[src/rtl/stq_pkg.sv]
// ----------------------------------------------------------------------------
// stq_pkg: shared types and constants of the sleep timer queue
// Field widths, opcodes, result status codes and the command/status
// structs that join the controller and the datapath.
// ----------------------------------------------------------------------------
package stq_pkg;

    localparam int ID_W   = 8;
    localparam int PRIO_W = 6;
    localparam int TICK_W = 63;

    // item opcodes
    typedef enum logic {
        OP_INSERT = 1'b0,
        OP_TICK   = 1'b1
    } t_opcode;

    // result status codes
    localparam logic RES_WOKEN = 1'b0;
    localparam logic RES_FULL  = 1'b1;

    // controller -> datapath
    typedef struct packed {
        logic accept;     // latch item, register insert position
        logic ins_apply;  // write new entry, shift tail down
        logic load_rej;   // load a queue-full result
        logic load_pop;   // load head result, shift queue up
    } t_cmd;

    // datapath -> controller
    typedef struct packed {
        logic full;       // last cell occupied
        logic due0;       // head entry is due
        logic due1;       // second entry is due
        logic out_free;   // output register can take a result
    } t_stat;

endpackage

[src/rtl/stq_ctrl.sv]
// ----------------------------------------------------------------------------
// stq_ctrl: sequencer of the sleep timer queue
// Accepts one item at a time and steps insert, reject and wake-up pops.
// ----------------------------------------------------------------------------
module stq_ctrl (
    input  logic           i_clk,
    input  logic           i_rst_n,
    input  logic           i_in_valid,
    input  logic           i_opcode,
    input  stq_pkg::t_stat i_stat,
    output logic           o_in_stall,
    output stq_pkg::t_cmd  o_cmd
);
    import stq_pkg::*;

    typedef enum logic [3:0] {
        S_IDLE = 4'b0001,
        S_INS  = 4'b0010,
        S_REJ  = 4'b0100,
        S_POP  = 4'b1000
    } t_state;

    t_state r_state, n_state;

    // state register
    always_ff @(posedge i_clk) begin
        if (!i_rst_n) begin
            r_state <= S_IDLE;
        end else begin
            r_state <= n_state;
        end
    end

    // next state and commands
    always_comb begin
        n_state = r_state;
        o_cmd   = '0;
        case (r_state)
            S_IDLE: begin
                if (i_in_valid) begin
                    o_cmd.accept = 1'b1;
                    if (t_opcode'(i_opcode) == OP_TICK) begin
                        n_state = S_POP;
                    end else if (i_stat.full) begin
                        n_state = S_REJ;
                    end else begin
                        n_state = S_INS;
                    end
                end
            end
            S_INS: begin
                o_cmd.ins_apply = 1'b1;
                n_state         = S_IDLE;
            end
            S_REJ: begin
                if (i_stat.out_free) begin
                    o_cmd.load_rej = 1'b1;
                    n_state        = S_IDLE;
                end
            end
            S_POP: begin
                if (!i_stat.due0) begin
                    n_state = S_IDLE;
                end else if (i_stat.out_free) begin
                    o_cmd.load_pop = 1'b1;
                    if (!i_stat.due1) begin
                        n_state = S_IDLE;
                    end
                end
            end
            default: begin
                n_state = S_IDLE;
            end
        endcase
    end

    assign o_in_stall = (r_state != S_IDLE);

endmodule

[src/rtl/stq_dpath.sv]
// ----------------------------------------------------------------------------
// stq_dpath: sorted entry cells and result register
// A row of cells kept in queue order; each cell compares itself with a new
// item, the row shifts down on insert and up on a wake-up pop.
// ----------------------------------------------------------------------------
module stq_dpath #(
    parameter int QUEUE_DEPTH = 16
) (
    input  logic                       i_clk,
    input  logic                       i_rst_n,
    input  stq_pkg::t_cmd              i_cmd,
    input  logic [stq_pkg::ID_W-1:0]   i_sleeper_id,
    input  logic [stq_pkg::PRIO_W-1:0] i_sleeper_priority,
    input  logic [stq_pkg::TICK_W-1:0] i_wake_tick,
    input  logic [stq_pkg::TICK_W-1:0] i_now_tick,
    input  logic                       i_out_stall,
    output stq_pkg::t_stat             o_stat,
    output logic                       o_out_valid,
    output logic [stq_pkg::ID_W-1:0]   o_woken_id,
    output logic                       o_status,
    output logic                       o_last
);
    import stq_pkg::*;

    // cell storage
    logic              r_valid [QUEUE_DEPTH];
    logic [TICK_W-1:0] r_wake  [QUEUE_DEPTH];
    logic [PRIO_W-1:0] r_prio  [QUEUE_DEPTH];
    logic [ID_W-1:0]   r_id    [QUEUE_DEPTH];

    // latched item and registered insert position
    logic [ID_W-1:0]        r_in_id;
    logic [PRIO_W-1:0]      r_in_prio;
    logic [TICK_W-1:0]      r_in_wake;
    logic [TICK_W-1:0]      r_now;
    logic [QUEUE_DEPTH-1:0] r_take;
    logic [QUEUE_DEPTH-1:0] n_take;

    // result register
    logic            r_out_valid;
    logic [ID_W-1:0] r_out_id;
    logic            r_out_status;
    logic            r_out_last;

    logic out_free;

    // per-cell compare: cell is free or the new item sorts ahead of it
    always_comb begin
        for (int i = 0; i < QUEUE_DEPTH; i++) begin
            n_take[i] = !r_valid[i] || (i_wake_tick < r_wake[i]) ||
                        ((i_wake_tick == r_wake[i]) && (i_sleeper_priority > r_prio[i]));
        end
    end

    // item latch
    always_ff @(posedge i_clk) begin
        if (i_cmd.accept) begin
            r_in_id   <= i_sleeper_id;
            r_in_prio <= i_sleeper_priority;
            r_in_wake <= i_wake_tick;
            r_now     <= i_now_tick;
            r_take    <= n_take;
        end
    end

    // cell valid bits
    always_ff @(posedge i_clk) begin
        if (!i_rst_n) begin
            for (int i = 0; i < QUEUE_DEPTH; i++) begin
                r_valid[i] <= 1'b0;
            end
        end else if (i_cmd.ins_apply) begin
            if (r_take[0]) begin
                r_valid[0] <= 1'b1;
            end
            for (int i = 1; i < QUEUE_DEPTH; i++) begin
                if (r_take[i]) begin
                    r_valid[i] <= r_valid[i-1] || !r_take[i-1];
                end
            end
        end else if (i_cmd.load_pop) begin
            for (int i = 0; i < QUEUE_DEPTH - 1; i++) begin
                r_valid[i] <= r_valid[i+1];
            end
            r_valid[QUEUE_DEPTH-1] <= 1'b0;
        end
    end

    // cell payload: new item at the first taking cell, shift below it
    always_ff @(posedge i_clk) begin
        if (i_cmd.ins_apply) begin
            if (r_take[0]) begin
                r_wake[0] <= r_in_wake;
                r_prio[0] <= r_in_prio;
                r_id[0]   <= r_in_id;
            end
            for (int i = 1; i < QUEUE_DEPTH; i++) begin
                if (r_take[i]) begin
                    if (!r_take[i-1]) begin
                        r_wake[i] <= r_in_wake;
                        r_prio[i] <= r_in_prio;
                        r_id[i]   <= r_in_id;
                    end else begin
                        r_wake[i] <= r_wake[i-1];
                        r_prio[i] <= r_prio[i-1];
                        r_id[i]   <= r_id[i-1];
                    end
                end
            end
        end else if (i_cmd.load_pop) begin
            for (int i = 0; i < QUEUE_DEPTH - 1; i++) begin
                r_wake[i] <= r_wake[i+1];
                r_prio[i] <= r_prio[i+1];
                r_id[i]   <= r_id[i+1];
            end
        end
    end

    // result register: holds while stalled
    assign out_free = !r_out_valid || !i_out_stall;

    always_ff @(posedge i_clk) begin
        if (!i_rst_n) begin
            r_out_valid <= 1'b0;
        end else if (i_cmd.load_rej || i_cmd.load_pop) begin
            r_out_valid <= 1'b1;
        end else if (!i_out_stall) begin
            r_out_valid <= 1'b0;
        end
    end

    always_ff @(posedge i_clk) begin
        if (i_cmd.load_rej) begin
            r_out_id     <= r_in_id;
            r_out_status <= RES_FULL;
            r_out_last   <= 1'b1;
        end else if (i_cmd.load_pop) begin
            r_out_id     <= r_id[0];
            r_out_status <= RES_WOKEN;
            r_out_last   <= !o_stat.due1;
        end
    end

    // status to the controller
    assign o_stat.full     = r_valid[QUEUE_DEPTH-1];
    assign o_stat.due0     = r_valid[0] && (r_wake[0] <= r_now);
    assign o_stat.due1     = r_valid[1] && (r_wake[1] <= r_now);
    assign o_stat.out_free = out_free;

    assign o_out_valid = r_out_valid;
    assign o_woken_id  = r_out_id;
    assign o_status    = r_out_status;
    assign o_last      = r_out_last;

endmodule

[src/rtl/sleep_timer_queue.sv]
// Insert: accept, then the row shifts; a rejected insert loads a queue-full result.
// Tick: accept, then one pop per cycle while output is free; none due: back to idle.
// Results leave one per cycle through an output register unless the receiver stalls;
// the next item is accepted only after the current one's last result has been loaded there.
// Reset (synchronous, active low) empties the queue at once: all valid bits clear.
// ----------------------------------------------------------------------------
// sleep_timer_queue: sorted queue of sleeping threads
// Keeps entries ordered by wake tick, then higher priority, then arrival;
// a tick pops every due entry in order, one result per woken thread.
// ----------------------------------------------------------------------------
module sleep_timer_queue #(
    parameter int QUEUE_DEPTH = 16
) (
    input  logic                       i_clk,
    input  logic                       i_rst_n,
    input  logic                       i_in_valid,
    output logic                       o_in_stall,
    input  logic                       i_opcode,
    input  logic [stq_pkg::ID_W-1:0]   i_sleeper_id,
    input  logic [stq_pkg::PRIO_W-1:0] i_sleeper_priority,
    input  logic [stq_pkg::TICK_W-1:0] i_wake_tick,
    input  logic [stq_pkg::TICK_W-1:0] i_now_tick,
    output logic                       o_out_valid,
    input  logic                       i_out_stall,
    output logic [stq_pkg::ID_W-1:0]   o_woken_id,
    output logic                       o_status,
    output logic                       o_last
);
    import stq_pkg::*;

    t_cmd  cmd;
    t_stat stat;

    // sequencer
    stq_ctrl u_ctrl (
        .i_clk      (i_clk),
        .i_rst_n    (i_rst_n),
        .i_in_valid (i_in_valid),
        .i_opcode   (i_opcode),
        .i_stat     (stat),
        .o_in_stall (o_in_stall),
        .o_cmd      (cmd)
    );

    // cells and result register
    stq_dpath #(
        .QUEUE_DEPTH (QUEUE_DEPTH)
    ) u_dpath (
        .i_clk              (i_clk),
        .i_rst_n            (i_rst_n),
        .i_cmd              (cmd),
        .i_sleeper_id       (i_sleeper_id),
        .i_sleeper_priority (i_sleeper_priority),
        .i_wake_tick        (i_wake_tick),
        .i_now_tick         (i_now_tick),
        .i_out_stall        (i_out_stall),
        .o_stat             (stat),
        .o_out_valid        (o_out_valid),
        .o_woken_id         (o_woken_id),
        .o_status           (o_status),
        .o_last             (o_last)
    );

endmodule

[config.mk]
export PLATFORM = sky130hd
export DESIGN_NAME = sleep_timer_queue
export DESIGN_NICKNAME = d
export VERILOG_FILES = /design/src/rtl/stq_pkg.sv /design/src/rtl/stq_ctrl.sv /design/src/rtl/stq_dpath.sv /design/src/rtl/sleep_timer_queue.sv
export SDC_FILE = /design/constraint.sdc
export NUM_CORES = 2
export LEC_CHECK = 0
export BUFFER_PORTS_ARGS = -buffer_cell sky130_fd_sc_hd__clkbuf_2
export CAP_MARGIN = 30
export CELL_PAD_IN_SITES_DETAIL_PLACEMENT = 1
export CELL_PAD_IN_SITES_GLOBAL_PLACEMENT = 1
export CORE_AREA = 2 2 441 880
export DETAILED_ROUTE_END_ITERATION = 6
export DIE_AREA = 0 0 443 882
export PLACE_DENSITY_LB_ADDON = 0.1
export SLEW_MARGIN = 10
export SYNTH_ARGS = -nofsm -noshare
export SYNTH_HDL_FRONTEND = slang
export SYNTH_HIERARCHICAL = 1
export SYNTH_SLANG_ARGS = --single-unit
[constraint.sdc]
create_clock -name i_clk -period 6.5 [get_ports i_clk]
set_input_delay 0.65 -clock i_clk [delete_from_list [all_inputs] [get_ports i_clk]]
set_output_delay 0.65 -clock i_clk [all_outputs]
set_load 0.02 [all_outputs]
Yosys cells after proc, flatten, opt, wreduce, memory -nomap -nowiden
Memory sizes are Yosys's and may differ from the RTL's.
Cells that the tools add are included.
{"block": "totals", "reg_bits": 171, "latch_bits": 0, "mem_bits_rw": 1248, "romBits": 0, "out_inout_bits": 12, "n_memories": 4}
{"name": "u_dpath.r_wake", "depth": 16, "width": 63, "read_ports": 16, "rd_clocked_by_memory_dff": 0, "wr": 16, "line_no": "stq_dpath.sv:27", "source": "logic [TICK_W-1:0] r_wake [QUEUE_DEPTH];"}
{"name": "u_dpath.r_id", "depth": 16, "width": 8, "read_ports": 16, "rd_clocked_by_memory_dff": 0, "wr": 16, "line_no": "stq_dpath.sv:29", "source": "logic [ID_W-1:0] r_id [QUEUE_DEPTH];"}
{"name": "u_dpath.r_prio", "depth": 16, "width": 6, "read_ports": 16, "rd_clocked_by_memory_dff": 0, "wr": 16, "line_no": "stq_dpath.sv:28", "source": "logic [PRIO_W-1:0] r_prio [QUEUE_DEPTH];"}
{"name": "u_dpath.r_valid", "depth": 16, "width": 1, "read_ports": 16, "rd_clocked_by_memory_dff": 0, "wr": 16, "line_no": "stq_dpath.sv:26", "source": "logic r_valid [QUEUE_DEPTH];"}
{"block": "op_classes", "add_sub_neg": 0, "n_mul": 0, "div": 0, "magnitude_cmp": 34, "eq_ne": 26, "shift": 0, "mux": 317, "bitwise": 122, "reduce_logical": 103}
{"op": "$mux W63", "count": 30}
{"op": "$eq A63 B63 Y1", "count": 16}
{"op": "$lt A63 B63 Y1", "count": 16}
{"op": "$mux W8", "count": 32}
{"op": "$mux W1", "count": 217}
{"op": "$mux W6", "count": 30}
{"op": "$le A63 B63 Y1", "count": 2}
{"op": "$or A1 B1 Y1", "count": 122}
{"op": "$gt A6 B6 Y1", "count": 16}
{"op": "$logic_or A1 B1 Y1", "count": 49}
{"op": "$logic_not A1 Y1", "count": 34}
{"op": "$mux W4", "count": 6}
{"op": "$logic_and A1 B1 Y1", "count": 18}
{"op": "$pmux W4 S3", "count": 1}
{"op": "$eq A4 B1 Y1 const B", "count": 1}
{"op": "$eq A4 B2 Y1 const B", "count": 1}
{"op": "$eq A4 B3 Y1 const B", "count": 1}
{"op": "$eq A4 B4 Y1 const B", "count": 1}
{"op": "$ne A2 B1 Y1 const B", "count": 2}
{"op": "$ne A4 B1 Y1 const B", "count": 1}
{"op": "$reduce_and A4 Y1", "count": 1}
{"op": "$mux W3", "count": 1}
{"op": "$ne A3 B2 Y1 const B", "count": 1}
{"op": "$ne A3 B3 Y1 const B", "count": 1}
{"op": "other kinds (2)", "count": 2}

Depth between registers and ports, before layout
{"block": "depth", "depth_word": 10, "depth_mapped": 18, "ltp_nobuf": 15}

By module
Netlist, hierarchy kept.
{"module": "stq_dpath", "instances": 1, "cells_each": 9946, "area_each_um2": 95391.5, "seq_area_each_um2": 42440.7}
{"module": "stq_ctrl", "instances": 1, "cells_each": 31, "area_each_um2": 274.0, "seq_area_each_um2": 80.1}

Least setup slack after synthesis
OpenSTA, ideal clock, no wires.
{"block": "synth_path", "path_type": "reg2reg", "startpoint": "mem u_dpath.r_wake[0][54]", "endpoint": "mem u_dpath.r_id[9][0] (netlist: u_dpath/r_id[0][72]) (enable)", "setup_time_ns": 0.437, "arrival_ns": 5.149, "required_time_ns": 6.063, "setup_slack_ns": 0.913, "stages_incl_launch_ff": 16, "path_cell_list": "edfxtp_1 -> ha_1 -> a2111oi_0 -> o221a_2 -> nor3_1 -> a2111oi_0 -> o21ai_0 -> o22ai_1 -> nand3b_1 -> nor4b_1 -> nand2b_1 -> clkbuf_1 -> clkbuf_1 -> clkbuf_1 -> clkbuf_1 -> nand2_1"}
{"item": "from (decl)", "line_no": "stq_dpath.sv:27"}
{"item": "to (decl)", "line_no": "stq_dpath.sv:29"}

==> results.json <==
{
  "status": "completed",
  "synth.distinct_cells": 69,
  "root_buffer": "clkbuf_16",
  "ant_nets": 0,
  "synth.area.top_cells": "edfxtp_1 (44%), ha_1 (16%), a21oi_1 (7.1%)",
  "clkTransAtPathRegs_ns": 0.07,
  "crit_arrival_ns": 6.08,
  "fin_cells": 15300,
  "ir_worst_vdd_mv": 0.233,
  "seq_power_share": 0.448,
  "holdPathStages": 1,
  "layout_commonest_cell": "edfxtp_1",
  "rows": 322,
  "antenna_found_initial": 29,
  "die_x_um": 443,
  "hold_path_class": "input pin to flip-flop",
  "grt_usage": 0.247,
  "drive_gt1_frac": 0.0754,
  "switching_share": 0.275,
  "viasPerCell": 5.23,
  "wl_met1_mm": 167,
  "setup_slack_ns": 1.13,
  "fin_tns_setup_ns": 0,
  "cts-buffers-inserted": 171,
  "yosys_warnings": 6,
  "min_period_ns": 5.37,
  "relSlewSlack": 0.194,
  "wl_per_cell_um": 32.3,
  "period_share": 0.826,
  "place_ws_ns": 0.991,
  "reg2reg_depth": 16,
  "worst_pin_slew_ns": 1.20,
  "dieArea_sq_um": 391000,
  "synth_seq_cells": 1419,
  "start_util": 0.249,
  "core_region_area_sq_um": 384000,
  "gp_congestion": 0.861,
  "avgSynthCellArea_sq_um": 9.59,
  "synthCells": 9977,
  "wl_mm": 494,
  "cp_cell_sequence": "ha_1 > a2111oi_0 > o221a_2 > nor3_1 > a2111oi_0 > o21ai_1 > buf_4 > o22ai_1 > nand3b_1 > nor4b_2 > buf_4 > inv_1 > nor2_4 > buf_4 > nand2_1 > a31oi_1",
  "grt_pass1_vias": 87500,
  "wl_met2_mm": 274,
  "ys.flop_type": "edfxtp_1",
  "p_total_mw": 23.5,
  "cts_tree": "done",
  "cp_max_fo": 38,
  "io_buffers": 156,
  "syn-num-nets": 11400,
  "clock_latency_ns": 0.94,
  "ctsHtreeMaxLevel": 4,
  "yosysTopAreaCell": "edfxtp_1",
  "ioPinCount": 157,
  "post_cts_resized": 0,
  "p_sw_mw": 6.47,
  "setup_violations": 0,
  "yosysSeqAreaShare": 0.444,
  "hp-start": "i_now_tick[16]",
  "rsz0062_at_grt": "false",
  "clock.fmax_mhz": 186,
  "final_cell_mix": "edfxtp_1 (1410), a21oi_1 (1363), nor2_1 (1271), ha_1 (1230), inv_1 (1185)",
  "top_layer": "met5",
  "vias": 80000,
  "ys_async_sr_fraction": 0,
  "crit_top_cell": "buf_4",
  "reg2reg_from": "u_dpath/r_wake[0][51]",
  "syn-cell-area_sq_um": 95700,
  "critPathLaunch": "u_dpath/r_wake[0][51]",
  "p_int_mw": 17.0,
  "cts_setup_buffers": 0,
  "final_hold_viol_count": 0,
  "cts_sinks": 1419,
  "clockPowerShare": 0.444,
  "drc": 0,
  "end_kind": "flip-flop",
  "combPwrFrac": 0.108,
  "dp_hpwl_mm": 368,
  "clock_path_buffers": 4,
  "p_leak_nw": 48.3,
  "worstHoldEndpoint": "u_dpath/r_now[16]",
  "worstPathRequired_ns": 7.21,
  "drtIter0Drc": 4192,
  "rrSetupSlack_ns": 1.13,
  "p_per_area_nw_per_um2": 213,
  "maxCapViolCount": 0,
  "die_h_um": 882,
  "whs_ns": 0.0602,
  "crit_slowest_cell": "buf_4",
  "fin_nets": 11500,
  "cp-start-kind": "flip-flop",
  "grt_start_max_net_pins": 113,
  "synth_top_area_frac": 0.443,
  "grt_pass1_wl_mm": 681,
  "synth_edf_count": 1410,
  "setup.worst_path.class": "flip-flop to flip-flop",
  "placed_cells": 14900,
  "syn_to_final_growth_pct": 15.4,
  "first_pass_iters": 6,
  "overflow": 0,
  "maxSlewViolCount": 0,
  "clock_skew_ns": 0.0791,
  "max_stage_delay_ns": 0.73,
  "met3_length_mm": 12.8,
  "timing.rr.end": "u_dpath/r_wake[8][55]"
}
## registers in the layout, summed over array words and instances (netlist names)
| signal | cells |
|---|---|
| u_ctrl/r_state | 4 |
| u_dpath/o_last | 1 |
| u_dpath/o_out_valid | 1 |
| u_dpath/o_status | 1 |
| u_dpath/o_woken_id | 8 |
| u_dpath/r_id | 128 |
| u_dpath/r_in_id | 8 |
| u_dpath/r_in_prio | 6 |
| u_dpath/r_in_wake | 63 |
| u_dpath/r_now | 63 |
| u_dpath/r_prio | 96 |
| u_dpath/r_take | 16 |
| u_dpath/r_valid | 16 |
| u_dpath/r_wake | 1008 |
## cells by family after synthesis
kind of cell | share of synthesized area
adder cells (fa/ha/maj) | 0.161
AND/OR/NAND/NOR | 0.106
buffers and inverters | 0.0679
flip-flops | 0.444
multiplexers | 0.0577
AO/OA/AOI/OAI | 0.163
## final cells by class
cell class / count / area, sq um
Multi-Input combinational cell: 6838 / 47100
Clock inverter: 92 / 1020
Timing Repair Buffer: 508 / 4400
Sequential cell: 1419 / 42500
Tap cell: 5022 / 6280
Inverter: 1186 / 4450
Clock buffer: 210 / 4590
Antenna cell: 12 / 30.0
Fill cell: 43400 / 274000
## cells in the mapped netlist (all sizes together) (6+ instances only)
cell / count
o22ai: 412
and4: 35
edfxtp: 1410
nor2: 1273
nand2: 552
nand3b: 14
nand4: 214
dfxtp: 9
and2: 14
o21a: 14
o31ai: 12
buf: 68
o21ai: 366
a21oi: 1364
a221oi: 19
or3: 14
inv: 1186
nor2b: 36
o31a: 12
a31oi: 81
a2111oi: 29
o211ai: 34
nor4: 21
nor3: 33
and3: 13
o41ai: 12
a21o: 217
o2111ai: 9
nand3: 108
ha: 1230
mux2i: 531
mux2: 18
clkbuf: 466
or4: 6
a221o: 9
a211oi: 74
## worst max-delay path: cells and delay by family, from the launching register on
family	cells	cell delay [ns]
adders and majority gates	1	0.25
AOI/OAI and AO/OA	6	1.61
and+or+nand+nor	5	1.37
DFF	1	0.56
buffers and inverters	4	1.26
## per-layer routing
| metal | GRT usage | vias to the layer above |
|---|---|---|
| li1 | - | 36500 |
| met3 | 0.0229 | 854 |
| met5 | 0 | - |
| met4 | 0.175 | 12 |
| met1 | 0.234 | 41100 |
| met2 | 0.490 | 1576 |
## worst max-delay path by stage
stage	to	slack (ns)
6_report	u_dpath/r_wake[8][55]	1.13
5_1_grt	u_dpath/r_wake[8][55]	0.81
4_1_cts	u_dpath/r_wake[8][51]	0.97
3_5_place_dp	u_dpath/r_wake[8][51]	0.99
3_3_place_gp	u_dpath/r_wake[0][45]	-0.14
2_1_floorplan	u_dpath/r_id[0][72]	0.91
## per-stage QoR
| step | utilization | instance area (sq um) |
|---|---|---|
| after floorplan | - | 95700 |
| after detailed placement | 0.271 | 104000 |
| after global placement | 0.270 | 103000 |
| final | 0.288 | 110000 |
| after global routing | 0.288 | 110000 |
| after CTS | 0.287 | 110000 |
## power by group through the flow
stage / sequential, mW / combinational (mW) / clock, mW
2_1_floorplan: 10.5 / 1.42 / 0
3_3_place_gp: 10.7 / 2.42 / 0
3_5_place_dp: 10.7 / 2.53 / 0
4_1_cts: 10.5 / 2.57 / 10.8
5_1_grt: 10.5 / 2.79 / 10.9
6_report: 10.5 / 2.55 / 10.4
## repair_timing
action,in CTS,in global routing
hold buffers,70,0
setup endpoints to repair,0,0
hold endpoints to repair,71,0
(Power assumes the default switching activity.)
